==> src/rtl/core/wld_pkg.sv <==
// Shared constants, types and codes of the windowed lock-in detector.
`timescale 1ns / 1ps

package wld_pkg;

  localparam int MAX_SAMPLES = 4096;
  localparam int TRIG_BITS   = 16;

  localparam int ADDR_W = $clog2(MAX_SAMPLES);
  localparam int CNT_W  = $clog2(MAX_SAMPLES + 1);
  localparam int SUM_W  = 32 + ADDR_W;
  localparam int WSUM_W = 15 + CNT_W;
  localparam int MUL_W  = 34;
  localparam int PROD_W = 2 * MUL_W;
  localparam int ACC_W  = 64;
  localparam int DVD_W  = 64;
  localparam int DVS_W  = 32;
  localparam int IDX_W  = 4;
  localparam int RAM_W  = 64;
  localparam int MIN_SAMPLES = 4;

  localparam logic [31:0] TRIG_KEEP    = ~((32'd1 << (32 - TRIG_BITS)) - 32'd1);
  localparam logic [30:0] ONE_Q30      = 31'd1073741824;
  localparam logic [31:0] POLY_A       = 32'd1686629713;
  localparam logic [31:0] POLY_B       = 32'd688904866;
  localparam logic [31:0] POLY_C       = 32'd76016977;
  localparam logic [31:0] QUARTER_TURN = 32'h4000_0000;
  localparam logic [31:0] PHASE_STEP_RESET = 32'd267;

  typedef enum logic [4:0] {
    ST_IDLE, ST_MEAN_GO, ST_MEAN_WAIT, ST_STEP_GO, ST_STEP_WAIT,
    ST_RD, ST_LOAD, ST_PH, ST_T0, ST_T1, ST_T2, ST_T3, ST_T4,
    ST_V, ST_VI, ST_VQ, ST_ACC,
    ST_AMPI_GO, ST_AMPI_WAIT, ST_AMPQ_GO, ST_AMPQ_WAIT,
    ST_SQI, ST_SQQ, ST_SQ_GO, ST_SQ_WAIT, ST_DONE
  } wld_state_t;

  typedef enum logic [1:0] {
    TRIG_WIN, TRIG_COS, TRIG_SIN
  } wld_trig_t;

  typedef enum logic [IDX_W-1:0] {
    REG_PHASE_STEP = 4'd0,
    REG_REF_TIME   = 4'd1
  } wld_reg_t;

  typedef struct packed {
    logic             start;
    logic [DVD_W-1:0] dividend;
    logic [DVS_W-1:0] divisor;
  } wld_div_req_t;

  typedef struct packed {
    logic             done;
    logic [DVD_W-1:0] quotient;
    logic [DVS_W-1:0] remainder;
  } wld_div_rsp_t;

  typedef struct packed {
    logic        start;
    logic [63:0] radicand;
  } wld_sqrt_req_t;

  typedef struct packed {
    logic        done;
    logic [31:0] root;
  } wld_sqrt_rsp_t;

endpackage

==> src/rtl/core/wld_mul.sv <==
// Shared signed multiplier with a registered product.
`timescale 1ns / 1ps

module wld_mul (
  input  logic                               clk,
  input  logic signed [wld_pkg::MUL_W-1:0]   a,
  input  logic signed [wld_pkg::MUL_W-1:0]   b,
  output logic signed [wld_pkg::PROD_W-1:0]  p
);

  logic signed [wld_pkg::PROD_W-1:0] p_r;

  always_ff @(posedge clk) begin
    p_r <= a * b;
  end

  assign p = p_r;

endmodule

==> config.mk <==
export PLATFORM = sky130hd
export DESIGN_NAME = wld_mul
export DESIGN_NICKNAME = d
export VERILOG_FILES = /design/src/rtl/core/wld_pkg.sv /design/src/rtl/core/wld_mul.sv
export SDC_FILE = /design/constraint.sdc
export NUM_CORES = 2
export LEC_CHECK = 0
export BUFFER_PORTS_ARGS = -buffer_cell sky130_fd_sc_hd__buf_2
export CAP_MARGIN = 25
export CORE_MARGIN = 2
export CORE_UTILIZATION = 45
export CTS_CLUSTER_DIAMETER = 40
export DETAILED_ROUTE_END_ITERATION = 16
export HOLD_SLACK_MARGIN = 0.15
export SETUP_SLACK_MARGIN = 0.3
export SKIP_LAST_GASP = 1
export SLEW_MARGIN = 40
export SYNTH_ARGS = -nofsm -noshare
export SYNTH_HDL_FRONTEND = slang
export SYNTH_SLANG_ARGS = --single-unit
==> constraint.sdc <==
create_clock -name clk -period 19.61 [get_ports clk]
set_clock_uncertainty 0.05 [all_clocks]
set_input_delay 2.9415 -clock clk [delete_from_list [all_inputs] [get_ports clk]]
set_output_delay 2.9415 -clock clk [all_outputs]
set_load 0.01 [all_outputs]
==> metrics.cfg <==
[status]
run_status = completed

[layout]
area_growth_pct = 4.68
design_area_sq_um = 45000
largest_reg_flops = 68
drive_gt1_share_pct = 4.77
layout.nets = 6017

[drt]
routedWlPerCell_microns = 20.3
drt_iter0_markers = 1776
routed.top_layer = met5
totalWireLength_mm = 117
ant_nets = 0
vias_per_cell = 5.12
wl_met2_mm = 56.6
dr.pass1.iters = 6
vias = 29600
dr_wl_met3_mm = 7.52
drc = 0
wl_met1_mm = 49.9

[critical_path]
crit_type = in -> reg
cp-end-kind = flip-flop
arrival_ns = 11.23
crit_required_ns = 19.84
cp_max_fo = 34
start_kind = input port

[timing]
finalCritPeriodShare_pct = 56.1
slew_headroom_pct = 32.5
setup_viol = 0
max_freq_mhz = 90.9
layout_min_cycle_time_ns = 11.00
rsz0062_at_grt = false
worstMarginPinSlew_ns = 1.00
tns_ns = 0
hold_violations = 0
final_max_slew_viol_count = 0

[global_routing]
grt_overflow = 0
grt_pass1_vias = 33200
grt_max_degree = 35
antenna_found_initial = 16
grt_use_total_pct = 25.7
grt_pass1_wl_mm = 192

[floorplan]
fp.coreArea_sq_um = 94900
fp.dieW_microns = 313
die_area_sq_um = 98100
initial_core_util_pct = 45.4
ios = 137
row_count = 113
die_h_microns = 313

[cts]
cts.sinks = 68
cts_max_level = 3
post-cts-setup-buffers = 0
ctsResizeCount = 0
hold_buffers = 0
numCtsBuffers = 9
cts.path.max_buffers = 2
cts_tree = done
clk_pin_slew_ns = 0.06
cts-root-buf = clkbuf_16

[placement]
gp_congestion = 0.919
place_area_sq_um = 44700
io_buffers = 136
hpwl_mm = 89.7

[yosys]
ys.flop_type = dfxtp_1
synth.distinct_cells = 69
synth-seq-area-share_pct = 3.16
synth_top_area_share_pct = 57.7
yosys_warnings = 0
synthArstFlopShare_pct = 0
syn-cell-area_sq_um = 43000
yosysMostFrequentCell = fa_1
synth_seq_cells = 68
synth_commonest_cells = fa_1, inv_1, and2_1
synth_largest_area_cell = fa_1
synth.area.top_cells = fa_1, inv_1, and2_1
postSynthNetCount = 6068
avgSynthCellArea_sq_um = 9.45
synth_edf_count = 0
synth_cells = 4554

[worst_hold_path]
min_delay_worst_endpoint = p[0]
hold_depth = 3
min-delay-start = b[0]
hp-class = in -> reg

[run]
max_cap_violations = 0

==> worst max-delay path, cell delays in order <==
cell and delay, ns:
buf_2 0.56, nand2_1 0.20, inv_1 0.17, fa_1 0.52, fa_1 0.58, fa_1 1.02
fa_1 0.57, fa_1 0.51, fa_1 0.51, fa_1 0.49, inv_1 0.05, fa_1 0.48
inv_1 0.04, ha_1 0.48, and3_2 0.38, nand2_1 0.10, or4_1 0.58, o21ai_4 0.34
a31oi_2 0.23, o21ai_0 0.21, a21oi_1 0.10, xnor2_1 0.12
==> per-layer routing <==
layer,vias up,global-route usage (%)
met2,918,42.4
met1,15800,35.2
met4,16,6.85
met5,-,0
met3,194,4.34
li1,12700,-
==> logic make-up (layout without fill, tap and decap cells) <==
kind of cell	count (synthesis)	after routing	synth area share, %
AO/OA/AOI/OAI	206	206	3.35
XOR/XNOR	79	79	1.61
adder cells (fa/ha/maj)	1445	1445	63.7
buffers and inverters	1460	1414	12.8
flip-flops	68	68	3.16
other	0	2	0
AND/OR/NAND/NOR	1296	1296	15.4
==> layout by cell type (no fill, tap or decap), types with 9 or more instances in the layout <==
master and n:
nand3_1 11, buf_4 51, a21o_1 37, clkbuf_16 9, inv_1 1231, buf_2 113
xnor2_1 56, o21ai_0 31, nand2_1 542, a21oi_1 61, dfxtp_1 68, and2_1 621
nor2_1 54, xor2_1 23, o21bai_1 12, nor2b_1 9, nand2b_1 20, ha_1 204
fa_1 1240, nand4_1 11
==> how the worst max path moves through the flow <==
stage	start	end	cells after the start	slack, ns
5_1_grt	a[33]	p[61]	28	8.34
6_report	a[33]	p[67]	22	8.61
4_1_cts	a[33]	p[61]	22	8.64
3_3_place_gp	a[33]	p[66]	21	8.28
2_1_floorplan	a[33]	p[65]	24	9.13
3_5_place_dp	a[33]	p[61]	22	8.23
==> through the flow <==
step                      setup WS (ns)  util (%)  hold WS (ns)  std cells
final                              8.61      47.5          3.09       5775
after global routing               8.34      47.5          3.12       5774
after detailed placement           8.23      47.1          3.29       5756
after CTS                          8.64      47.4          3.08       5772
after global placement             8.28      47.0          3.29       5755
after floorplan                    9.13         -          3.02       4554
==> layout make-up <==
type	instances	area, sq um
diodes	2	5.00
clock buffers	11	253
clock inverters	5	60.1
fillers	9099	49800
inverters	1232	4620
multi-input cells	3026	36200
flip-flops and latches	68	1360
well taps	1265	1580
repair buffers	166	1000
Power is left out: the tool's default activity adds up to more than one toggle a clock period on the data nets, which glitch-free logic cannot reach.
