## config.mk

```make
export PLATFORM = sky130hd
export DESIGN_NAME = wld_div
export DESIGN_NICKNAME = d
export VERILOG_FILES = /design/src/rtl/core/wld_pkg.sv /design/src/rtl/core/wld_div.sv
export SDC_FILE = /design/constraint.sdc
export NUM_CORES = 1
export LEC_CHECK = 0
export BUFFER_PORTS_ARGS = -buffer_cell sky130_fd_sc_hd__buf_4
export CAP_MARGIN = 20
export CELL_PAD_IN_SITES_DETAIL_PLACEMENT = 0
export CELL_PAD_IN_SITES_GLOBAL_PLACEMENT = 2
export CORE_MARGIN = 4
export CORE_UTILIZATION = 35
export CTS_BUF_LIST = sky130_fd_sc_hd__clkbuf_2
export DETAILED_ROUTE_END_ITERATION = 7
export PLACE_DENSITY = 0.84
export SLEW_MARGIN = 5
export SYNTH_ARGS = -nofsm -noshare
export SYNTH_HDL_FRONTEND = slang
export SYNTH_SLANG_ARGS = --single-unit
```

## constraint.sdc

```tcl
create_clock -name clk -period 3.4 [get_ports clk]
set_input_delay 0.68 -clock clk [delete_from_list [all_inputs] [get_ports clk]]
set_output_delay 0.68 -clock clk [all_outputs]
set_load 0.02 [all_outputs]
```

## src/rtl/core/wld_pkg.sv

```systemverilog
// Shared constants, types and codes of the windowed lock-in detector.
`timescale 1ns / 1ps

package wld_pkg;

  localparam int MAX_SAMPLES = 4096;
  localparam int TRIG_BITS   = 16;

  localparam int ADDR_W = $clog2(MAX_SAMPLES);
  localparam int CNT_W  = $clog2(MAX_SAMPLES + 1);
  localparam int SUM_W  = 32 + ADDR_W;
  localparam int WSUM_W = 15 + CNT_W;
  localparam int MUL_W  = 34;
  localparam int PROD_W = 2 * MUL_W;
  localparam int ACC_W  = 64;
  localparam int DVD_W  = 64;
  localparam int DVS_W  = 32;
  localparam int IDX_W  = 4;
  localparam int RAM_W  = 64;
  localparam int MIN_SAMPLES = 4;

  localparam logic [31:0] TRIG_KEEP    = ~((32'd1 << (32 - TRIG_BITS)) - 32'd1);
  localparam logic [30:0] ONE_Q30      = 31'd1073741824;
  localparam logic [31:0] POLY_A       = 32'd1686629713;
  localparam logic [31:0] POLY_B       = 32'd688904866;
  localparam logic [31:0] POLY_C       = 32'd76016977;
  localparam logic [31:0] QUARTER_TURN = 32'h4000_0000;
  localparam logic [31:0] PHASE_STEP_RESET = 32'd267;

  typedef enum logic [4:0] {
    ST_IDLE, ST_MEAN_GO, ST_MEAN_WAIT, ST_STEP_GO, ST_STEP_WAIT,
    ST_RD, ST_LOAD, ST_PH, ST_T0, ST_T1, ST_T2, ST_T3, ST_T4,
    ST_V, ST_VI, ST_VQ, ST_ACC,
    ST_AMPI_GO, ST_AMPI_WAIT, ST_AMPQ_GO, ST_AMPQ_WAIT,
    ST_SQI, ST_SQQ, ST_SQ_GO, ST_SQ_WAIT, ST_DONE
  } wld_state_t;

  typedef enum logic [1:0] {
    TRIG_WIN, TRIG_COS, TRIG_SIN
  } wld_trig_t;

  typedef enum logic [IDX_W-1:0] {
    REG_PHASE_STEP = 4'd0,
    REG_REF_TIME   = 4'd1
  } wld_reg_t;

  typedef struct packed {
    logic             start;
    logic [DVD_W-1:0] dividend;
    logic [DVS_W-1:0] divisor;
  } wld_div_req_t;

  typedef struct packed {
    logic             done;
    logic [DVD_W-1:0] quotient;
    logic [DVS_W-1:0] remainder;
  } wld_div_rsp_t;

  typedef struct packed {
    logic        start;
    logic [63:0] radicand;
  } wld_sqrt_req_t;

  typedef struct packed {
    logic        done;
    logic [31:0] root;
  } wld_sqrt_rsp_t;

endpackage

```

## src/rtl/core/wld_div.sv

```systemverilog
// Restoring divider that produces one quotient bit per cycle.
`timescale 1ns / 1ps

module wld_div (
  input  logic                  clk,
  input  logic                  rst_n,
  input  wld_pkg::wld_div_req_t req,
  output wld_pkg::wld_div_rsp_t rsp
);

  localparam int STEP_W = $clog2(wld_pkg::DVD_W + 1);
  localparam logic [STEP_W-1:0] LAST_STEP = STEP_W'(wld_pkg::DVD_W - 1);

  logic                        busy_r;
  logic                        done_r;
  logic [STEP_W-1:0]           step_r;
  logic [wld_pkg::DVD_W-1:0]   dvd_r;
  logic [wld_pkg::DVS_W-1:0]   dvs_r;
  logic [wld_pkg::DVS_W-1:0]   rem_r;
  logic [wld_pkg::DVS_W:0]     trial;
  logic [wld_pkg::DVS_W:0]     diff;
  logic                        fits;

  always_comb begin
    trial = {rem_r, dvd_r[wld_pkg::DVD_W-1]};
    diff  = trial - {1'b0, dvs_r};
    fits  = trial >= {1'b0, dvs_r};
  end

  always_ff @(posedge clk) begin
    if (!rst_n) begin
      busy_r <= 1'b0;
      done_r <= 1'b0;
      step_r <= '0;
    end else begin
      done_r <= 1'b0;
      if (req.start) begin
        busy_r <= 1'b1;
        step_r <= '0;
      end else if (busy_r) begin
        step_r <= step_r + STEP_W'(1);
        if (step_r == LAST_STEP) begin
          busy_r <= 1'b0;
          done_r <= 1'b1;
        end
      end
    end
  end

  always_ff @(posedge clk) begin
    if (req.start) begin
      dvd_r <= req.dividend;
      dvs_r <= req.divisor;
      rem_r <= '0;
    end else if (busy_r) begin
      rem_r <= fits ? diff[wld_pkg::DVS_W-1:0] : trial[wld_pkg::DVS_W-1:0];
      dvd_r <= {dvd_r[wld_pkg::DVD_W-2:0], fits};
    end
  end

  assign rsp.done      = done_r;
  assign rsp.quotient  = dvd_r;
  assign rsp.remainder = rem_r;

endmodule

```

==> qor.yml <==
crit_type: "flip-flop to flip-flop"
clkPwrFrac_pct: 26.0
setup_viol: 0
timing.final.crit_share_pct: 87.4
status: "finished, final reports clean"
p_total_w: 0.00401
fin_util_pct: 45.4
final.setup.tns_ns: 0
cts.sinks: 137
worstPathMaxFanout: 6
drc_errors: 0
switching_power_w: 0.00134
cap_viol_max_count: 0
crit_path_max_incr_delay_ns: 0.43
grt_pass1_vias: 6182
yosysSeqAreaShare_pct: 49.3
hold_viol_final: 0
ant_nets: 0
synth_ff_type: "edfxtp_1"
syn_area_sq_um: 7520
worst_pin_slew_ns: 0.677
numCtsBuffers: 17
portBuffers: 195
synth_area_leaders: "edfxtp_1 38%, dfxtp_1 11%, mux2_2 9.6%"
routed_via_density: 5.06
overflow: 0
rsz0062_at_grt: "false"
avgSynthCellArea_sq_um: 11.1
antenna_found_initial: 1
synthDistinctLibCells: 74
drt-pass1-iter-count: 4
setup_ws_ns: 0.430
dp_hpwl_microns: 16100
grt_pass1_wl_microns: 33300
synth-edff-count: 96
p_int_w: 0.00267
fmax_mhz: 337
fin_crit_ns: 2.97
grt_max_degree: 48
yosysTopAreaCellShare_pct: 38.3
synthAdderAreaFrac_pct: 5.76
vias: 5905
clkTransAtPathRegs_ns: 0.26
routabilityCongestion: 0.859
initial_core_util_pct: 35.7
worst-r2r-setup-slack_ns: 0.43
clock_path_buffers: 2
critPathCaptureType: "flip-flop"
seqPwrFrac_pct: 50.4
relSlewSlack_pct: 54.7
yosys.area.top_type: "edfxtp_1"
powerDensity_nw_per_um2: 419
synth_seq_cells: 137
avgRoutedWirePerCell_microns: 18.1
synthSimpleGateAreaFrac_pct: 11.4
htreeDepth: 4
cp_slowest_cell: "a311oi_4"
die-area_sq_um: 23900
startpoint_type: "flip-flop"
fp.dieW_microns: 155
worstSkewPairLatency_ns: 0.76
path_cells: "inv_1 -> ha_1 -> fa_1 -> nand2b_1 -> a21o_1 -> a311oi_4 -> a211oi_4 -> o221ai_4 -> a21oi_2 -> o2111a_1 -> o31ai_2"
mostFrequentLayoutCells: "206 x buf_4, 96 x edfxtp_1, 64 x mux2_2"
clockRootBuffer: "clkbuf_2"
synthArstFlopShare_pct: 0
synth_xor_area_share_pct: 2.91
layout_commonest_cell: "buf_4"
rows: 53
ys_warn_count: 0
synth_top_family_by_area: "compound AO/OA/AOI/OAI gates"
critPathRequiredTime_ns: 4.03
syn-num-nets: 810
p_sw_share_pct: 33.4
vdd_drop_max_mv: 0.240
io_pins: 196
die_h_microns: 155
cp_data_arrival_time_ns: 3.60
layout.nets: 1010
drive_gt1_share_pct: 37.4
synth_cells: 677
drtIter0Drc: 254
pre_cts_ws_ns: 0.448
finalWirelength_microns: 21100
core_sq_um: 21100
synth_mux_area_share_pct: 10.4
fin_skew_ns: 0.0719
track_usage_pct: 17.7
pwr-share-comb_pct: 23.6
cts-resized-gates: 0
synth_compound_area_share_pct: 15.9
min_path_type: "primary input to flip-flop"
maxSlewViolCount: 0
post_cts_buffers: 0
layout-area-overhead-vs-synth_pct: 27.4
cts_tree: "done"
leakagePower_nw: 3.99
## Yosys cell counts (all sizes together), types with 2 or more instances
| cell type | number |
|---|---|
| mux2i | 5 |
| or3 | 5 |
| nor3 | 9 |
| a31oi | 2 |
| nor4 | 4 |
| a211oi | 8 |
| a311oi | 14 |
| buf | 14 |
| ha | 33 |
| a41oi | 2 |
| o21ai | 25 |
| dfxtp | 41 |
| nor2 | 55 |
| nand3 | 19 |
| nand4 | 10 |
| mux2 | 65 |
| o31ai | 5 |
| or3b | 2 |
| inv | 46 |
| nand2b | 9 |
| o211ai | 5 |
| a211o | 3 |
| o2111ai | 2 |
| o21a | 3 |
| xor2 | 14 |
| or4 | 2 |
| xnor2 | 11 |
| nor3b | 2 |
| clkbuf | 18 |
| a21oi | 38 |
| o311ai | 4 |
| edfxtp | 96 |
| and2 | 3 |
| nand2 | 57 |
| and3 | 5 |
| a32oi | 6 |
| o21bai | 4 |
| a21boi | 2 |
| a21o | 14 |
## power by group through the flow
stage | logic (W) | registers, W | clock network, W
after CTS | 0.000956 | 0.00203 | 0.00109
after global routing | 0.00103 | 0.00204 | 0.00116
after detailed placement | 0.000949 | 0.00206 | 0
final | 0.000946 | 0.00202 | 0.00104
after floorplan | 0.000461 | 0.00216 | 0
after global placement | 0.000950 | 0.00206 | 0
## worst max-delay path, delay by kind of cell, from the launching register on
kind,cells,cell delay [ns]
compound gates,7,1.64
fa+ha+maj,2,0.59
flops,1,0.40
simple gates,1,0.20
buf+inv,1,0.06
## per-layer routing
| metal | GRT usage (%) | wire length [microns] | vias to the layer above |
|---|---|---|---|
| met5 | 0 | 0 | - |
| met1 | 21.2 | 8710 | 2771 |
| met3 | 7.89 | 2140 | 16 |
| met2 | 29.2 | 10000 | 202 |
| met4 | 4.16 | 250 | 0 |
| li1 | - | - | 2916 |
## stage by stage
step / std cells / hold slack (ns) / cell area [sq um]
after detailed placement: 1128 / 0.476 / 9280
after floorplan: 677 / 0.454 / 7520
after global placement: 1127 / 0.476 / 9270
final: 1166 / 0.104 / 9580
after CTS: 1165 / 0.0212 / 9580
after global routing: 1166 / 0.00789 / 9580
## kinds of logic (layout without fill, tap and decap cells)
| logic type | count (synthesis) | count (layout) |
|---|---|---|
| fa+ha+maj | 34 | 34 |
| buf+inv | 78 | 291 |
| other cells | 0 | 1 |
| mux | 70 | 70 |
| compound gates | 150 | 150 |
| xor+xnor | 25 | 25 |
| flops | 137 | 137 |
| simple gates | 183 | 183 |
## flip-flops by register name (all words and copies together), names as in the netlist
| register | cells |
|---|---|
| dvs_r | 32 |
| dvd_r | 64 |
| rem_r | 32 |
| busy_r | 1 |
| step_r | 7 |
| done_r | 1 |
## final timing paths
path                   from         to  cells past startpoint
setup / recovery  dvd_r[63]  rem_r[28]                     11
hold / removal      req[27]  dvs_r[27]                      1
setup reg to reg  dvd_r[63]  rem_r[28]                     11
hold reg to reg    rem_r[7]   rem_r[8]                      2
## area by class of cell
cell class                 instances  area (sq um)
clock buffer                      18          90.1
antenna                            1          2.50
sequential                       137          3700
multi-input combinational        462          3480
tap                              275           344
clock inverter                    14           159
inverter                          46           173
timing repair buffer             213          1630
fill                            2078         11500
## repair_timing
action | 4_1_cts | 5_1_grt
endpoints found under the hold margin | 5 | 0
setup endpoints to repair | 0 | 0
hold buffers | 5 | 0
(Power assumes the default switching activity.)
