File: src/rtl/core/wld_ram.sv
// Generic simple dual-port RAM with a registered read.
`timescale 1ns / 1ps

module wld_ram #(
  parameter int WIDTH = 32,
  parameter int DEPTH = 16
) (
  input  logic                     clk,
  input  logic                     we,
  input  logic [$clog2(DEPTH)-1:0] waddr,
  input  logic [WIDTH-1:0]         wdata,
  input  logic [$clog2(DEPTH)-1:0] raddr,
  output logic [WIDTH-1:0]         rdata
);

  logic [WIDTH-1:0] mem_r [DEPTH];
  logic [WIDTH-1:0] rdata_r;

  always_ff @(posedge clk) begin
    if (we) begin
      mem_r[waddr] <= wdata;
    end
    rdata_r <= mem_r[raddr];
  end

  assign rdata = rdata_r;

endmodule

File: config.mk
export PLATFORM = sky130hd
export DESIGN_NAME = wld_ram
export DESIGN_NICKNAME = d
export VERILOG_FILES = /design/src/rtl/core/wld_ram.sv
export SDC_FILE = /design/constraint.sdc
export NUM_CORES = 1
export LEC_CHECK = 0
export BUFFER_PORTS_ARGS = -buffer_cell sky130_fd_sc_hd__buf_2
export CAP_MARGIN = 20
export CORE_ASPECT_RATIO = 1.75
export CORE_MARGIN = 1.5
export CORE_UTILIZATION = 37
export CTS_CLUSTER_SIZE = 24
export DETAILED_ROUTE_END_ITERATION = 8
export GPL_ROUTABILITY_DRIVEN = 0
export GPL_TIMING_DRIVEN = 0
export PLACE_DENSITY = 0.55
export SYNTH_ARGS = -nofsm -noshare
export SYNTH_HDL_FRONTEND = slang
export SYNTH_SLANG_ARGS = --single-unit
File: constraint.sdc
create_clock -name clk -period 9.9 [get_ports clk]
set_input_delay 0.495 -clock clk [delete_from_list [all_inputs] [get_ports clk]]
set_output_delay 0.495 -clock clk [all_outputs]
set_load 0.02 [all_outputs]
==> impl_metrics.csv, run 1 <==
group,metric,value,unit
status,status,"finished, final reports clean",
place,portBuffers,71,
sta,finalHoldViolCount,0,
clock_tree,post-cts-setup-buffer-count,0,
setup_path,endpoint_kind,"register",
synthesis,synth_warnings,0,
die,die_h,309,µm
die,die_w,178,µm
setup_path,startpoint_type,"input pin",
synthesis,synth_largest_area_cell,"edfxtp_1",
global_route,grt_usage,16.9,%
synthesis,synth_cell_types,18,
sta,slew_headroom,33.5,%
clock_tree,clk_pin_slew,0.06,ns
clock_tree,h-tree-depth,2,
synthesis,synth_top_area_share,77.4,%
clock_tree,root_buffer,"clkbuf_16",
cells_and_area,area_delta_synth_final,16.6,%
clock_tree,insertion_delay,0.56,ns
setup_path,cpMaxStageDelayCell,"nor3_2",
setup_path,worstSetupPathType,"in -> reg",
place,dp_worst_setup_slack,7.13,ns
cells_and_area,layout.nets,1028,
die,row_count,112,
pwr,power_leakage,7.37,nW
synthesis,yosysSeqAreaShare,80.7,%
drt,firstDrtPassIters,5,
synthesis,syn_area_per_cell,23.7,µm²
clock_tree,cts_tree,"yes",
synthesis,netlist_area,19900,µm²
die,io_pins,74,
setup_path,cp.required,10.18,ns
sta,maxSlewViolCount,0,
setup_path,path_max_fanout,8,
setup_path,slowest_delay,0.66,ns
setup_path,path_cells,"buf_2 > or3b_2 > nor3_2 > buf_8 > buf_6 > buf_6",
pwr,fin_total_pwr,4.69,mW
cells_and_area,most-common-layout-cells,"edfxtp_1 (512), mux4_2 (128), buf_2 (75), a22oi_1 (64), clkbuf_16 (47)",
setup_path,path_common_cell,"buf_6",
cells_and_area,layout.cells.most_common,"edfxtp_1",
synthesis,synth_cells,838,
die,core,53100,µm²
drt,wirelength,45.1,mm
sta,min_period,2.16,ns
sta,fin_skew,0.00851,ns
synthesis,synth_seq_cells,544,
drt,via_per_inst,5.31,
cells_and_area,drive_gt1_share,32.3,%
global_route,grt_overflow_total,0,
synthesis,synth_nets,880,
die,die-area,55100,µm²
drt,ant_nets,0,
sta,fin_tns_setup,0,ns
setup_path,crit_family,"simple AND/OR/NAND/NOR gates",
clock_tree,cts_buffer_depth,3,
global_route,grt_pass1_vias,9721,
pwr,ir_drop,0.000136,V
sta,setup_viol,0,
synthesis,synth_area_leaders,"edfxtp_1 (77%), mux4_2 (15%), dfxtp_1 (3.2%)",
global_route,grt_pass1_wl,66.0,mm
clock_tree,cts-resized-gates,0,
clock_tree,hold_buffers,0,
sta,worst_slew_pin_slew,0.997,ns
die,initial_core_util,37.4,%
global_route,antenna_found_initial,1,
drt,vias,9074,
cells_and_area,num-fill-cells,4446,
sta,rsz0062_at_grt,"false",
job,drv_cap,0,
cells_and_area,multi_input_area,3730,µm²
pwr,power.density,202,nW/µm²
clock_tree,cts.sink_count,544,
place,dp_hpwl,28.5,mm
drt,drc_errors,0,
setup_path,arrival,2.44,ns
sta,period_share,21.8,%
drt,wl_per_cell,26.4,µm
sta,timing.final.ws_setup,7.74,ns
drt,drt-initial-drc-count,700,
cells_and_area,seq_area,16000,µm²
cells_and_area,post-route-util,43.6,%
sta,whs,0.304,ns
hold_path,worstHoldPathType,"in -> reg",
setup_path,critPathBufInv,4,
clock_tree,cts_buffers,47,
global_route,grt_max_degree,21,
sta,fmax,0.463,GHz
## metal layers
metal	wire length [µm]	part of all wire (%)	vias to the layer above	GRT usage [%]
met3	1950	4.3	65	2.32
met5	0	0	-	0
met4	1250	2.8	0	5.65
li1	-	-	3863	-
met1	17300	38	4928	20.3
met2	24600	55	218	31.0
## cells in the mapped netlist
master,count
nand3_1,1
or3b_2,1
edfxtp_1,512
buf_4,11
buf_1,9
nor2_1,13
dfxtp_1,32
nand2b_1,2
clkbuf_1,17
nor2b_1,2
buf_6,2
nand3b_1,2
a22oi_1,64
nand2_1,33
nor3_1,4
mux4_2,128
and2_1,1
buf_2,4
## flip-flops by register name (all words and copies together) (netlist names)
name	flops
rdata	32
mem_r	512
## stage by stage
| stage | cell area (µm²) | std cells |
|---|---|---|
| final | 23200 | 1708 |
| after global routing | 23200 | 1708 |
| after CTS | 23200 | 1707 |
| after detailed placement | 21600 | 1621 |
| after global placement | 21100 | 1593 |
| after floorplan | 19900 | 838 |
## worst paths after layout
kind / from / endpoint / slack [ns] / cells past startpoint
hold reg to reg: mem_r[14][2] / rdata[2] / 0.67 / 3
hold / removal: wdata[9] / mem_r[3][9] / 0.30 / 1
setup / recovery: waddr[2] / mem_r[0][23] / 7.74 / 6
setup reg to reg: mem_r[3][26] / rdata[26] / 8.41 / 3
## logic make-up (layout without fill, tap and decap cells)
group	after synthesis	count (layout)	synth area share [%]
AOI/OAI and AO/OA	64	64	2.42
muxes	128	128	14.5
other	0	1	0
and+or+nand+nor	59	59	1.27
buffers and inverters	43	228	1.12
DFF	544	544	80.7
## power by group
group | switching (mW) | internal (mW) | leakage [nW] | total (mW)
Combinational | 0.159 | 0.0980 | 1.73 | 0.257
Clock | 0.812 | 1.03 | 0.748 | 1.85
Sequential | 0.0118 | 2.57 | 4.89 | 2.58
## cell type report
| class | count | share of cell area [%] |
|---|---|---|
| multi-input cells | 251 | 16.1 |
| clock inverters | 24 | 0.983 |
| plain buffers | 43 | 0.962 |
| flip-flops and latches | 544 | 69.2 |
| clock buffers | 62 | 5.62 |
| well taps | 684 | 3.70 |
| diodes | 1 | 0.0108 |
| repair buffers | 99 | 3.48 |
## worst reg2reg max path, cell delays in order, from the launching register on
cell,delay (ns)
edfxtp_1,0.35
mux4_2,0.49
a22oi_1,0.38
nand2_1,0.14
Power figures use the tool's default switching activity.
==> inputs of run 2 (changes only) <==
- clock period: 9.9 -> 2 ns (I/O delays scaled with it)
==> impl_metrics.csv, run 2 (synthesized netlist as in run 1, its figures left out) <==
group,metric,value,unit
drt,firstDrtPassIters,5,
job,drv_cap,0,
clock_tree,root_buffer,"clkbuf_16",
place,dp_worst_setup_slack,-0.267,ns
drt,drc_errors,0,
die,core,53100,µm²
cells_and_area,drive_gt1_share,31.0,%
drt,via_per_inst,5.29,
setup_path,path_cells,"clkbuf_1 > buf_2 > mux4_2 > a22oi_1 > nand2_1",
sta,min_period,1.59,ns
drt,vias,9197,
die,row_count,112,
cells_and_area,fin_cells,1740,
sta,maxSlewViolCount,0,
setup_path,startpoint_type,"input pin",
pwr,fin_total_pwr,23.3,mW
cells_and_area,area_delta_synth_final,19.4,%
die,io_pins,74,
setup_path,critPathBufInv,2,
global_route,grt_use_met2,31.8,%
sta,worst_slew_pin_slew,1.04,ns
pwr,ir_drop,0.000626,V
die,die-area,55100,µm²
setup_path,worstSetupPathType,"in -> reg",
sta,finalHoldViolCount,0,
sta,fmax,0.628,GHz
place,dp_hpwl,29.1,mm
clock_tree,post-cts-setup-buffer-count,0,
hold_path,worstHoldPathType,"in -> reg",
die,die_w,178,µm
pwr,power_leakage,7.59,nW
clock_tree,cts_buffer_depth,3,
sta,fin_skew,0.0176,ns
clock_tree,cts_buffers,47,
sta,timing.final.ws_setup,0.409,ns
global_route,met1_usage,20.6,%
pwr,power.density,985,nW/µm²
drt,wl_per_cell,26.7,µm
sta,whs,0.0958,ns
clock_tree,cts_tree,"yes",
setup_path,arrival,2.04,ns
drt,drt-initial-drc-count,718,
global_route,antenna_found_initial,2,
die,initial_core_util,37.4,%
cells_and_area,largest_register_ffs,512,
global_route,grt_overflow_total,0,
global_route,grt_busiest_layer,"met2",
sta,period_share,79.6,%
global_route,grt_usage,17.4,%
cells_and_area,layout.nets,1060,
place,placed_cells,1621,
cells_and_area,most-common-layout-cells,"edfxtp_1 (512), mux4_2 (128), buf_2 (75), a22oi_1 (64), clkbuf_16 (49)",
clock_tree,cts.sink_count,544,
global_route,grt_pass1_wl,68.1,mm
setup_path,cp.required,2.45,ns
clock_tree,h-tree-depth,2,
setup_path,crit_family,"buffers and inverters",
sta,slew_headroom,30.9,%
global_route,grt_pass1_vias,10100,
setup_path,path_max_fanout,10,
setup_path,endpoint_kind,"register",
global_route,gr-usage-met3,2.78,%
setup_path,slowest_delay,0.75,ns
clock_tree,clk_pin_slew,0.07,ns
place,portBuffers,71,
sta,setup_viol,0,
cells_and_area,largest_register,"mem_r",
die,die_h,309,µm
setup_path,cpMaxStageDelayCell,"clkbuf_1",
global_route,grt_max_degree,20,
status,status,"finished, final reports clean",
cells_and_area,layout.cells.most_common,"edfxtp_1",
drt,ant_nets,0,
drt,wirelength,46.4,mm
clock_tree,insertion_delay,0.57,ns
sta,rsz0062_at_grt,"false",
run 2: changes by cell type in the layout (fill, tap and decap cells not counted), sizes merged:
cell	delta
bufinv	+2
clkbuf	-2
clkinv	+4
clkinvlp	-2
dlygate4sd3	+32
inv	-2
run 2: what timing repair did:
action                                 in CTS  in global routing
hold buffers                               32                  0
gates resized for setup                     0                  0
endpoints found under the hold margin     512                  0
run 2: cell type report:
cell class	instances	area (µm²)
Multi-Input combinational cell	251	3750
Clock buffer	60	1270
Clock inverter	26	269
Timing Repair Buffer	131	1330
Sequential cell	544	16000
Buffer	43	223
Antenna cell	1	2.50
Tap cell	684	856
Fill cell	4437	29400
run 2: worst paths after layout:
path	depth (start not counted)	endpoint	slack, ns	start
worst max-delay path	5	rdata[12]	0.41	raddr[1]
worst min-delay path	2	mem_r[8][20]	0.1	waddr[0]
worst max register to register	3	rdata[28]	0.60	mem_r[3][28]
worst min register to register	3	rdata[30]	0.69	mem_r[6][30]
run 2: worst reg2reg max path, delay by kind of cell (launching register included):
kind / cells / cell delay [ns]
AND/OR/NAND/NOR: 1 / 0.12
multiplexers: 1 / 0.47
flip-flops: 1 / 0.36
AO/OA/AOI/OAI: 1 / 0.34
run 2: report_power, final:
| part | total (mW) | internal (mW) | switching (mW) |
|---|---|---|---|
| logic | 1.35 | 0.540 | 0.808 |
| registers | 12.8 | 12.7 | 0.0626 |
| clock network | 9.20 | 5.25 | 3.95 |
run 2: layer usage:
layer,share of wire [%],vias up,routed length [µm]
met5,0.058,-,27
met4,3.0,4,1370
met3,4.3,71,2000
met2,54,212,25200
met1,38,4981,17800
li1,-,3929,-
run 2: through the flow:
step / cell area [µm²] / TNS, ns / utilization, %
final: 23700 / 0 / 44.6
after global routing: 23700 / 0 / 44.6
after CTS: 23700 / 0 / 44.6
after detailed placement: 21900 / -13.24 / 41.1
after global placement: 21100 / -697.89 / 39.8
after floorplan: 19900 / -48.86 / -
