<file path="config.mk">
export PLATFORM = sky130hd
export DESIGN_NAME = wld_sqrt
export DESIGN_NICKNAME = d
export VERILOG_FILES = /design/src/rtl/core/wld_pkg.sv /design/src/rtl/core/wld_sqrt.sv
export SDC_FILE = /design/constraint.sdc
export NUM_CORES = 1
export LEC_CHECK = 0
export BUFFER_PORTS_ARGS = -buffer_cell sky130_fd_sc_hd__buf_2
export CAP_MARGIN = 10
export CORE_ASPECT_RATIO = 2
export CORE_MARGIN = 4
export CORE_UTILIZATION = 33
export CTS_CLUSTER_DIAMETER = 120
export DETAILED_ROUTE_END_ITERATION = 8
export PLACE_DENSITY = 0.58
export SYNTH_ARGS = -nofsm -noshare
export SYNTH_HDL_FRONTEND = slang
export SYNTH_SLANG_ARGS = --single-unit
</file>
<file path="constraint.sdc">
create_clock -name clk -period 10.4 [get_ports clk]
set_clock_uncertainty 0.1 [all_clocks]
set_input_delay 0 -clock clk [delete_from_list [all_inputs] [get_ports clk]]
set_output_delay 0 -clock clk [all_outputs]
set_load 0.05 [all_outputs]
</file>
<file path="src/rtl/core/wld_pkg.sv">
// Shared constants, types and codes of the windowed lock-in detector.
`timescale 1ns / 1ps

package wld_pkg;

  localparam int MAX_SAMPLES = 4096;
  localparam int TRIG_BITS   = 16;

  localparam int ADDR_W = $clog2(MAX_SAMPLES);
  localparam int CNT_W  = $clog2(MAX_SAMPLES + 1);
  localparam int SUM_W  = 32 + ADDR_W;
  localparam int WSUM_W = 15 + CNT_W;
  localparam int MUL_W  = 34;
  localparam int PROD_W = 2 * MUL_W;
  localparam int ACC_W  = 64;
  localparam int DVD_W  = 64;
  localparam int DVS_W  = 32;
  localparam int IDX_W  = 4;
  localparam int RAM_W  = 64;
  localparam int MIN_SAMPLES = 4;

  localparam logic [31:0] TRIG_KEEP    = ~((32'd1 << (32 - TRIG_BITS)) - 32'd1);
  localparam logic [30:0] ONE_Q30      = 31'd1073741824;
  localparam logic [31:0] POLY_A       = 32'd1686629713;
  localparam logic [31:0] POLY_B       = 32'd688904866;
  localparam logic [31:0] POLY_C       = 32'd76016977;
  localparam logic [31:0] QUARTER_TURN = 32'h4000_0000;
  localparam logic [31:0] PHASE_STEP_RESET = 32'd267;

  typedef enum logic [4:0] {
    ST_IDLE, ST_MEAN_GO, ST_MEAN_WAIT, ST_STEP_GO, ST_STEP_WAIT,
    ST_RD, ST_LOAD, ST_PH, ST_T0, ST_T1, ST_T2, ST_T3, ST_T4,
    ST_V, ST_VI, ST_VQ, ST_ACC,
    ST_AMPI_GO, ST_AMPI_WAIT, ST_AMPQ_GO, ST_AMPQ_WAIT,
    ST_SQI, ST_SQQ, ST_SQ_GO, ST_SQ_WAIT, ST_DONE
  } wld_state_t;

  typedef enum logic [1:0] {
    TRIG_WIN, TRIG_COS, TRIG_SIN
  } wld_trig_t;

  typedef enum logic [IDX_W-1:0] {
    REG_PHASE_STEP = 4'd0,
    REG_REF_TIME   = 4'd1
  } wld_reg_t;

  typedef struct packed {
    logic             start;
    logic [DVD_W-1:0] dividend;
    logic [DVS_W-1:0] divisor;
  } wld_div_req_t;

  typedef struct packed {
    logic             done;
    logic [DVD_W-1:0] quotient;
    logic [DVS_W-1:0] remainder;
  } wld_div_rsp_t;

  typedef struct packed {
    logic        start;
    logic [63:0] radicand;
  } wld_sqrt_req_t;

  typedef struct packed {
    logic        done;
    logic [31:0] root;
  } wld_sqrt_rsp_t;

endpackage

</file>
<file path="src/rtl/core/wld_sqrt.sv">
// Integer square root that settles one result bit per cycle.
`timescale 1ns / 1ps

module wld_sqrt (
  input  logic                   clk,
  input  logic                   rst_n,
  input  wld_pkg::wld_sqrt_req_t req,
  output wld_pkg::wld_sqrt_rsp_t rsp
);

  localparam logic [4:0] LAST_STEP = 5'd31;

  logic        busy_r;
  logic        done_r;
  logic [4:0]  step_r;
  logic [63:0] v_r;
  logic [63:0] res_r;
  logic [63:0] bit_r;
  logic [63:0] trial;
  logic        fits;

  always_comb begin
    trial = res_r + bit_r;
    fits  = v_r >= trial;
  end

  always_ff @(posedge clk) begin
    if (!rst_n) begin
      busy_r <= 1'b0;
      done_r <= 1'b0;
      step_r <= '0;
    end else begin
      done_r <= 1'b0;
      if (req.start) begin
        busy_r <= 1'b1;
        step_r <= '0;
      end else if (busy_r) begin
        step_r <= step_r + 5'd1;
        if (step_r == LAST_STEP) begin
          busy_r <= 1'b0;
          done_r <= 1'b1;
        end
      end
    end
  end

  always_ff @(posedge clk) begin
    if (req.start) begin
      v_r   <= req.radicand;
      res_r <= '0;
      bit_r <= 64'h4000_0000_0000_0000;
    end else if (busy_r) begin
      v_r   <= fits ? v_r - trial : v_r;
      res_r <= fits ? (res_r >> 1) + bit_r : res_r >> 1;
      bit_r <= bit_r >> 2;
    end
  end

  assign rsp.done = done_r;
  assign rsp.root = res_r[31:0];

endmodule

</file>
==> impl_metrics.yaml, run 1 <==
logic_synthesis:
  synth-async-reset-ratio_pct: 0
  syn_area_um2: 15600
  synth_top_area_share_pct: 13.2
  yosysSeqAreaShare_pct: 25.6
  syn_nets: 2175
  synth_most_common_cell: "nand2_1"
  synthFlopType: "dfxtp_1"
  yosys-top-cells-count: "nand2_1 (240), nor2_1 (182), o21ai_0 (152)"
  synth_warnings: 0
  syn_inst: 1975
  syn_avg_cell_area_um2: 7.89
  synth_area_leaders: "dfxtp_1 (13%), edfxtp_1 (12%), ha_1 (11%)"
  ys_types: 89
  synth_area_leader_cell: "dfxtp_1"
  synth_edf_count: 64
  ys_ff_latch: 167
routing:
  remaining_drc_errors: 0
  num_vias: 15200
  avgViaCountPerCell: 5.69
  drt_iter0_drc: 871
  drtPass1Iterations: 5
  routedWlPerCell_um: 20.1
  ant_nets: 0
  wl_um: 53600
global_route:
  busiest_layer: "met2"
  met1_usage_pct: 19.2
  globalRouteMet3Util_pct: 1.95
  gr-usage-met2_pct: 41.5
  antenna_found_initial: 0
  grt_pass1_wl_um: 83000
  grt_max_degree: 84
  grt_pass1_vias: 15300
  grt_use_total_pct: 20.7
  overflow: 0
setup_path:
  required_ns: 10.38
  path_buf_inv: 2
  worstSetupPathType: "flop to flop"
  path_cells: "ha_1, a31oi_1, o21ai_2, a21oi_1, o211ai_2, a21oi_2, o31a_1, o21ba_2, o31ai_2, a31oi_1, xor2_1, ha_1, nand4_1, or4_1, nor2_1, nand2_1, o22ai_1, nor2_4, buf_4, o21ai_4, buf_4"
  crit_family: "compound AO/OA/AOI/OAI gates"
  slowest_delay_ns: 0.68
  worst_setup_path_start_kind: "flop"
  critPathSlowestCell: "buf_4"
  critPathCaptureType: "flop"
  critPathMaxFanout: 64
  cp.arrival_ns: 7.10
power:
  power_frac_comb_pct: 55.6
  peakVddDrop_mv: 0.106
  p_per_area_nw_per_um2: 216
  swShare_pct: 46.0
  clockPowerShare_pct: 18.1
  seqPwrFrac_pct: 26.3
  internal_power_mw: 2.04
  leakagePower_nw: 6.88
  p_sw_mw: 1.74
final_layout:
  drive_above_1_share_pct: 9.67
  diodes: 0
  nets: 2224
  stdcell_count: 2664
  syn_to_final_growth_pct: 12.5
timing:
  fmax_ghz: 0.141
  fin_crit_ns: 7.12
  fin_crit_sh_pct: 68.4
  worst_slew_pin_slew_ns: 0.996
  rsz0062_at_grt: "false"
  hold_viol_final: 0
  tns_ns: 0
  slew_violations: 0
  relSlewSlack_pct: 33.6
  finalSetupViolCount: 0
floorplan:
  core_um2: 46700
  die_x_um: 162
  rows: 112
  die_area_um2: 51000
  ios: 100
  die_h_um: 315
  start_util_pct: 33.4
placed_design:
  place_inst: 2566
  dpl.hpwl_um: 41600
  place.gp.congestion: 0.949
  place.port_buffers: 99
clocking:
  ctsRootBufferMaster: "clkbuf_16"
  cts_tree: "built"
  clk_pin_slew_ns: 0.07
  clock_latency_ns: 0.46
  h-tree-depth: 4
  cts.sinks: 167
  clockBufferDepth: 2
  postCtsSetupBuffers: 0
  numCtsBuffers: 17
flow_run:
  cap_violations: 0
min_path:
  hold_path_class: "primary input to flop"
outcome:
  status: "completed"
-- through the flow --
stage	utilization, %	power (mW)	instance area, um2	hold WS [ns]	setup slack, ns
2_1_floorplan	-	2.53	15600	0.0217	0.551
3_3_place_gp	34.8	3.06	16300	0.131	3.45
3_5_place_dp	34.8	3.07	16300	0.144	3.34
4_1_cts	37.6	3.79	17500	0.200	3.30
5_1_grt	37.6	4.03	17500	0.215	2.91
6_report	37.6	3.78	17500	0.214	3.28
-- layer usage --
metal	wire length, um	vias up
li1	-	7343
met1	18400	7205
met2	30000	452
met3	1530	158
met4	3660	0
met5	0	-
-- path summary, 6_finish.rpt --
| kind | start | endpoint | slack (ns) | cells after the start |
|---|---|---|---|---|
| worst max-delay path | res_r[2]$_SDFFE_PP0P_ | v_r[1]$_DFFE_PP_ | 3.28 | 21 |
| worst min-delay path | rst_n | busy_r$_SDFF_PN0_ | 0.21 | 3 |
| worst max register to register | res_r[2]$_SDFFE_PP0P_ | v_r[1]$_DFFE_PP_ | 3.28 | 21 |
| worst min register to register | step_r[3]$_SDFFE_PP0P_ | step_r[3]$_SDFFE_PP0P_ | 0.41 | 2 |
-- timing repair --
action                                  4_1_cts  5_1_grt
hold buffers                                 66        0
resized for setup                             0        0
hold endpoints to repair                    114        0
endpoints found under the setup margin        0        0
-- worst min-delay path, stage by stage --
cell and delay, ns:
dlygate4sd3_1 0.52, buf_2 0.12, and2_1 0.11
-- registers in the layout (all words and copies together), names as in the netlist --
name / flops
bit_r: 32
v_r: 64
busy_r: 1
done_r: 1
res_r: 64
step_r: 5
-- cell families (layout without fill, tap and decap cells) --
family,after synthesis,in the layout,share of synthesized area [%]
AOI/OAI and AO/OA,624,624,26.5
and+or+nand+nor,648,648,19.1
adders and majority gates,133,133,10.7
DFF,167,167,25.6
muxes,55,55,3.61
xor gates and xnor gates,158,158,8.88
buffers and inverters,190,252,5.56
-- cells in the final DEF (no fill, tap or decap), drive strengths merged, types with 8 or more instances in the layout --
cell | netlist | final
nand2 | 240 | 240
nor2 | 183 | 183
o21ai | 161 | 161
ha | 132 | 132
a21oi | 121 | 121
buf | 62 | 108
dfxtp | 103 | 103
xnor2 | 82 | 82
xor2 | 76 | 76
dlygate4sd3 | 0 | 66
edfxtp | 64 | 64
a21o | 58 | 58
a31oi | 56 | 56
nand4 | 49 | 49
inv | 46 | 49
mux2i | 45 | 45
a211oi | 42 | 42
nand3 | 37 | 37
o21bai | 31 | 31
clkbuf | 82 | 25
nor3 | 23 | 23
a31o | 22 | 22
and3 | 20 | 20
and2 | 20 | 20
nand2b | 17 | 17
o211ai | 16 | 16
a311oi | 14 | 14
nor2b | 13 | 13
o21a | 12 | 12
a221oi | 12 | 12
or3 | 10 | 10
mux2 | 10 | 10
nor4 | 10 | 10
a21boi | 9 | 9
o2111ai | 8 | 8
-- power groups by stage --
stage | combinational (mW) | clock, mW | sequential [mW]
2_1_floorplan | 1.60 | 0 | 0.934
3_3_place_gp | 2.05 | 0 | 1.01
3_5_place_dp | 2.06 | 0 | 1.01
4_1_cts | 2.09 | 0.704 | 0.995
5_1_grt | 2.30 | 0.724 | 1.01
6_report | 2.10 | 0.684 | 0.995
-- final cells by class --
class | count | area (um2)
tap | 627 | 785
sequential | 167 | 3990
multi-input combinational | 1618 | 10700
inverter | 46 | 173
timing repair buffer | 174 | 1230
fill | 4856 | 29100
clock inverter | 7 | 75.1
clock buffer | 25 | 529
(Power assumes the default switching activity.)
==> run 2, diff against run 1 <==
ABC_AREA = 1   (was unset)
PLACE_DENSITY = 0.56   (was 0.58)
clock period = 7.2 ns   (was 10.4 ns; I/O delays follow)
==> run 2 against run 1 <==
  * Worst setup slack worse by 2.2 ns
  * Sequential power increased by 77%
  * Via count rose by 55%
  * Area after synthesis up 31%
  * Fmax up 16%
  * Combinational power grew to 2.8 times the previous value
  * Global-route usage increased by 7.8 points
  * Critical path depth shrank 3
  * Sequential share of layout area fell by 5.1 points
  * Core utilization shrank 0.55 points
  * Critical path type unchanged
  * Largest cell class unchanged
==> impl_metrics.yaml, run 2 <==
outcome:
  status: "completed"
setup_path:
  required_ns: 7.23
  cp_common_cell: "nand2_1"
  critPathSlowestCell: "nand2_4"
  worstSetupPathType: "flop to flop"
  critPathMaxFanout: 64
  critPathCaptureType: "flop"
  worst_setup_path_start_kind: "flop"
  slowest_delay_ns: 0.80
  path_cells: "ha_1, nand2_1, o21ai_0, nand2_1, o21ai_0, o21bai_1, a21oi_1, o21ai_0, xnor2_1, ha_1, nand2_1, nor2_1, nand2_1, nor2_1, a21oi_4, nand2_2, nand2_2, nand2_4"
  cp.arrival_ns: 6.16
global_route:
  grt_pass1_wl_um: 141000
  overflow: 0
  met1_usage_pct: 26.5
  busiest_layer: "met2"
  antenna_found_initial: 0
  gr-usage-met2_pct: 52.8
  grt_use_total_pct: 28.5
  globalRouteMet3Util_pct: 3.11
  grt_pass1_vias: 23800
  grt_max_degree: 69
clocking:
  clock_latency_ns: 0.51
  numCtsBuffers: 17
  clockBufferDepth: 2
  cts.sinks: 167
  clk_pin_slew_ns: 0.09
  h-tree-depth: 4
  postCtsSetupBuffers: 0
  ctsRootBufferMaster: "clkbuf_16"
  cts_resized: 0
  cts_tree: "built"
  cts_hold_buffers: 72
timing:
  fin_crit_sh_pct: 85.2
  relSlewSlack_pct: 28.0
  tns_ns: 0
  fin_crit_ns: 6.13
  rsz0062_at_grt: "false"
  fmax_ghz: 0.163
  finalSetupViolCount: 0
  worst_slew_pin_slew_ns: 1.07
  slew_violations: 0
  hold_viol_final: 0
routing:
  num_vias: 23500
  wl_um: 96600
  drt_iter0_drc: 1544
  routedWlPerCell_um: 21.6
  avgViaCountPerCell: 5.25
  drtPass1Iterations: 6
  remaining_drc_errors: 0
  ant_nets: 0
logic_synthesis:
  synthFlopType: "dfxtp_1"
  syn_area_um2: 20300
  synth_top_area_share_pct: 22.4
  syn_avg_cell_area_um2: 5.64
  yosys-top-cells-count: "nand2_1 (1214), inv_1 (503), nor2_1 (441)"
  syn_nets: 3805
  synth_most_common_cell: "nand2_1"
  synth_area_leaders: "nand2_1 (22%), dfxtp_1 (10%), edfxtp_1 (9.5%)"
  syn_inst: 3605
  yosysSeqAreaShare_pct: 19.6
  synth_warnings: 0
  synth-async-reset-ratio_pct: 0
  synth_edf_count: 64
  ys_types: 48
  synth_area_leader_cell: "nand2_1"
  ys_ff_latch: 167
floorplan:
  die_h_um: 359
  die_x_um: 184
  die_area_um2: 65900
  ios: 100
  rows: 128
  start_util_pct: 33.3
  core_um2: 61000
min_path:
  hold_path_class: "primary input to flop"
final_layout:
  diodes: 0
  syn_to_final_growth_pct: 11.0
  nets: 3887
  final_util_pct: 37.0
  layout_common_cells: "nand2_1 (1213), inv_1 (503), nor2_1 (441)"
  reg_top3: "res_r: 64 flops, v_r: 64 flops, bit_r: 32 flops"
  drive_above_1_share_pct: 5.11
  final_common_cell: "nand2_1"
placed_design:
  place.gp.congestion: 1.04
  place.port_buffers: 99
  dpl.hpwl_um: 78500
flow_run:
  cap_violations: 0
power:
  p_per_area_nw_per_um2: 386
  leakagePower_nw: 10.3
  peakVddDrop_mv: 0.272
==> run 2: cell count changes after synthesis, sizes merged, moves of 45 or more <==
cell,delta
nor2,+268
nand2,+978
inv,+463
nand3,+263
mux2i,-45
a21oi,+106
a21o,-45
==> run 2: worst max-delay path, delay by kind of cell, from the launching register on <==
family,cells,cell delay (ns)
xor+xnor,1,0.18
simple gates,9,2.11
flops,1,0.59
fa+ha+maj,2,0.72
compound gates,6,1.93
==> run 2: per-layer routing <==
metal,up-vias,wire length [um]
met4,0,10900
met2,737,50500
met3,364,3100
met1,10700,32100
met5,-,0
li1,11700,-
==> run 2: path summary, 6_finish.rpt <==
check | end | slack, ns | from | depth (start not counted)
max | v_r[3]$_DFFE_PP_ | 1.07 | res_r[26]$_SDFFE_PP0P_ | 18
min | busy_r$_SDFF_PN0_ | 0.19 | rst_n | 4
max reg2reg | v_r[3]$_DFFE_PP_ | 1.07 | res_r[26]$_SDFFE_PP0P_ | 18
min reg2reg | step_r[4]$_SDFFE_PP0P_ | 0.38 | step_r[4]$_SDFFE_PP0P_ | 2
==> run 2: stage by stage <==
| step | power, mW | hold slack, ns | instances | setup WS, ns | area, um2 |
|---|---|---|---|---|---|
| 2_1_floorplan | 5.82 | 0.0318 | 3605 | 2.15 | 20300 |
| 3_3_place_gp | 7.53 | 0.164 | 4376 | 1.18 | 21200 |
| 3_5_place_dp | 7.51 | 0.169 | 4376 | 1.18 | 21200 |
| 4_1_cts | 8.61 | 0.157 | 4480 | 1.14 | 22600 |
| 5_1_grt | 9.36 | 0.195 | 4480 | 0.794 | 22600 |
| 6_report | 8.70 | 0.194 | 4480 | 1.07 | 22600 |
==> run 2: cell families after synthesis <==
group | count (synthesis) | share of synthesized area [%]
adder cells (fa/ha/maj) | 133 | 8.22
flip-flops | 167 | 19.6
XOR/XNOR | 100 | 4.31
AND/OR/NAND/NOR | 2097 | 42.4
AO/OA/AOI/OAI | 479 | 12.8
buffers and inverters | 629 | 12.7
==> run 2: layout make-up <==
cell class | instances | area (um2)
Clock inverter | 13 | 155
Tap cell | 780 | 976
Timing Repair Buffer | 183 | 1310
Multi-Input combinational cell | 2809 | 13800
Clock buffer | 19 | 454
Inverter | 509 | 1910
Sequential cell | 167 | 3990
Fill cell | 6977 | 38400
==> run 2: power breakdown <==
part           leakage, nW  internal, mW  switching, mW
Clock                0.296         0.514          0.510
Sequential            1.48          1.37          0.395
Combinational         8.50          1.90           4.02
==> run 3, diff against run 2 <==
CORE_MARGIN = 3   (was 4)
==> run 3 against run 2 <==
  * Worst setup slack gained 0.30 ns
  * Critical endpoint is now res_r[9]$_SDFFE_PP0P_
  * Sequential share of layout area grew 0.058 points
  * First-iteration DRC count grew 4.8%
  * Non-clock buffer count shrank 7
  * Final area shrank 0.33%
  * Critical path depth grew 6
  * Largest cell class unchanged
  * Fmax grew 5.1%
  * Routed wire length shrank 1.3%
  * Clock power is essentially flat
  * Final cell count shrank 0.16%
==> impl_metrics.yaml, run 3 (synthesis results as in run 2) <==
clocking:
  cts.sinks: 167
  clock_latency_ns: 0.50
  ctsRootBufferMaster: "clkbuf_16"
  cts_tree: "built"
  h-tree-depth: 4
  cts_resized: 0
  numCtsBuffers: 17
  clockBufferDepth: 2
  clk_pin_slew_ns: 0.08
floorplan:
  die_x_um: 182
  die_area_um2: 64800
  rows: 128
  core_um2: 61000
  ios: 100
  start_util_pct: 33.3
  die_h_um: 357
global_route:
  grt_pass1_wl_um: 141000
  grt_use_total_pct: 29.0
  grt_max_degree: 73
  overflow: 0
  grt_pass1_vias: 24100
  antenna_found_initial: 0
timing:
  tns_ns: 0
  rsz0062_at_grt: "false"
  fmax_ghz: 0.171
  slew_violations: 0
  relSlewSlack_pct: 24.7
  finalSetupViolCount: 0
  hold_viol_final: 0
  fin_crit_ns: 5.84
  worst_slew_pin_slew_ns: 1.12
  fin_ws_ns: 1.36
  fin_crit_sh_pct: 81.1
setup_path:
  worst_r2r_startpoint: "res_r[12]$_SDFFE_PP0P_"
  critPathLaunch: "res_r[12]$_SDFFE_PP0P_"
  critPathCaptureType: "flop"
  worstRegToRegCells: 24
  r2r_slack_ns: 1.36
  worstSetupPathType: "flop to flop"
  critPathMaxFanout: 64
  cp.arrival_ns: 6.17
  required_ns: 7.54
  cp-endpoint: "res_r[9]$_SDFFE_PP0P_"
  worst_setup_path_start_kind: "flop"
  rr_endpoint: "res_r[9]$_SDFFE_PP0P_"
min_path:
  hold_path_class: "primary input to flop"
  hold_depth: 3
placed_design:
  dpl.hpwl_um: 78400
  pre_cts_slack_ns: 1.37
  place.gp.congestion: 1.05
  place.port_buffers: 99
final_layout:
  diodes: 0
  final_util_pct: 36.9
  layout_common_cells: "nand2_1 (1213), inv_1 (503), nor2_1 (441)"
  drive_above_1_share_pct: 5.14
  syn_to_final_growth_pct: 10.7
  fillCellCount: 7045
  final_common_cell: "nand2_1"
  nets: 3880
  reg_top3: "res_r: 64 flops, v_r: 64 flops, bit_r: 32 flops"
routing:
  drt_iter0_drc: 1618
  drtPass1Iterations: 5
  num_vias: 23500
  ant_nets: 0
  remaining_drc_errors: 0
  wl_um: 95300
  routedWlPerCell_um: 21.3
  avgViaCountPerCell: 5.26
power:
  power.total_mw: 8.62
  leakagePower_nw: 10.3
  p_per_area_nw_per_um2: 383
  peakVddDrop_mv: 0.215
outcome:
  status: "completed"
flow_run:
  cap_violations: 0
## run 3: area by class of cell
cell class,count,area [um2],area share [%]
Inverter,509,1910,8.50
Timing Repair Buffer,176,1250,5.56
Multi-Input combinational cell,2809,13800,61.2
Sequential cell,167,3990,17.7
Tap cell,780,976,4.34
Clock buffer,18,450,2.00
Clock inverter,14,143,0.634
## run 3: routing by layer
metal / vias to the layer above / routed length, um / share of wire [%] / global-route usage, %
met2: 702 / 50000 / 52 / 54.8
met5: - / 0 / 0 / 0
met4: 0 / 11000 / 12 / 27.6
met1: 10800 / 31600 / 33 / 26.6
li1: 11600 / - / - / -
met3: 347 / 2710 / 2.8 / 2.74
## run 3: worst max-delay path, cell delays in order, from the launching register on
cell,delay (ns)
dfxtp_1,0.59
ha_1,0.30
nand2_1,0.12
inv_1,0.12
nand3_1,0.10
nor3_1,0.22
nor2_1,0.10
o21ai_1,0.53
nand2_1,0.19
nand2_1,0.31
xor2_1,0.15
ha_1,0.39
nand2_1,0.13
nor2_2,0.19
nand3_1,0.16
nor2_1,0.23
nand4_1,0.30
nand3_2,0.24
nand2_2,0.08
nand2_2,0.08
buf_4,0.65
nand2_1,0.12
nand2_1,0.09
nand2_1,0.06
a21oi_2,0.15
## run 3: timing repair
item	4_1_cts	5_1_grt
setup buffers	0	0
hold endpoints to repair	71	0
hold buffers	65	0
## run 3: worst min path at each step
stage	start	endpoint
floorplan	rst_n	busy_r$_SDFF_PN0_
global placement	rst_n	busy_r$_SDFF_PN0_
detailed placement	rst_n	busy_r$_SDFF_PN0_
CTS	req[64]	v_r[10]$_DFFE_PP_
global route	req[64]	v_r[3]$_DFFE_PP_
finish	req[64]	v_r[3]$_DFFE_PP_
## run 3: stage by stage
stage / area (um2) / hold slack [ns] / instances
6_report: 22500 / 0.0183 / 4473
5_1_grt: 22500 / 0.0695 / 4473
3_3_place_gp: 21300 / 0.167 / 4376
3_5_place_dp: 21300 / 0.170 / 4376
2_1_floorplan: 20300 / 0.0318 / 3605
4_1_cts: 22500 / 0.0353 / 4473
## run 3: power breakdown
group,internal [mW],switching (mW)
clock network,0.483,0.517
logic,1.89,3.98
registers,1.36,0.393
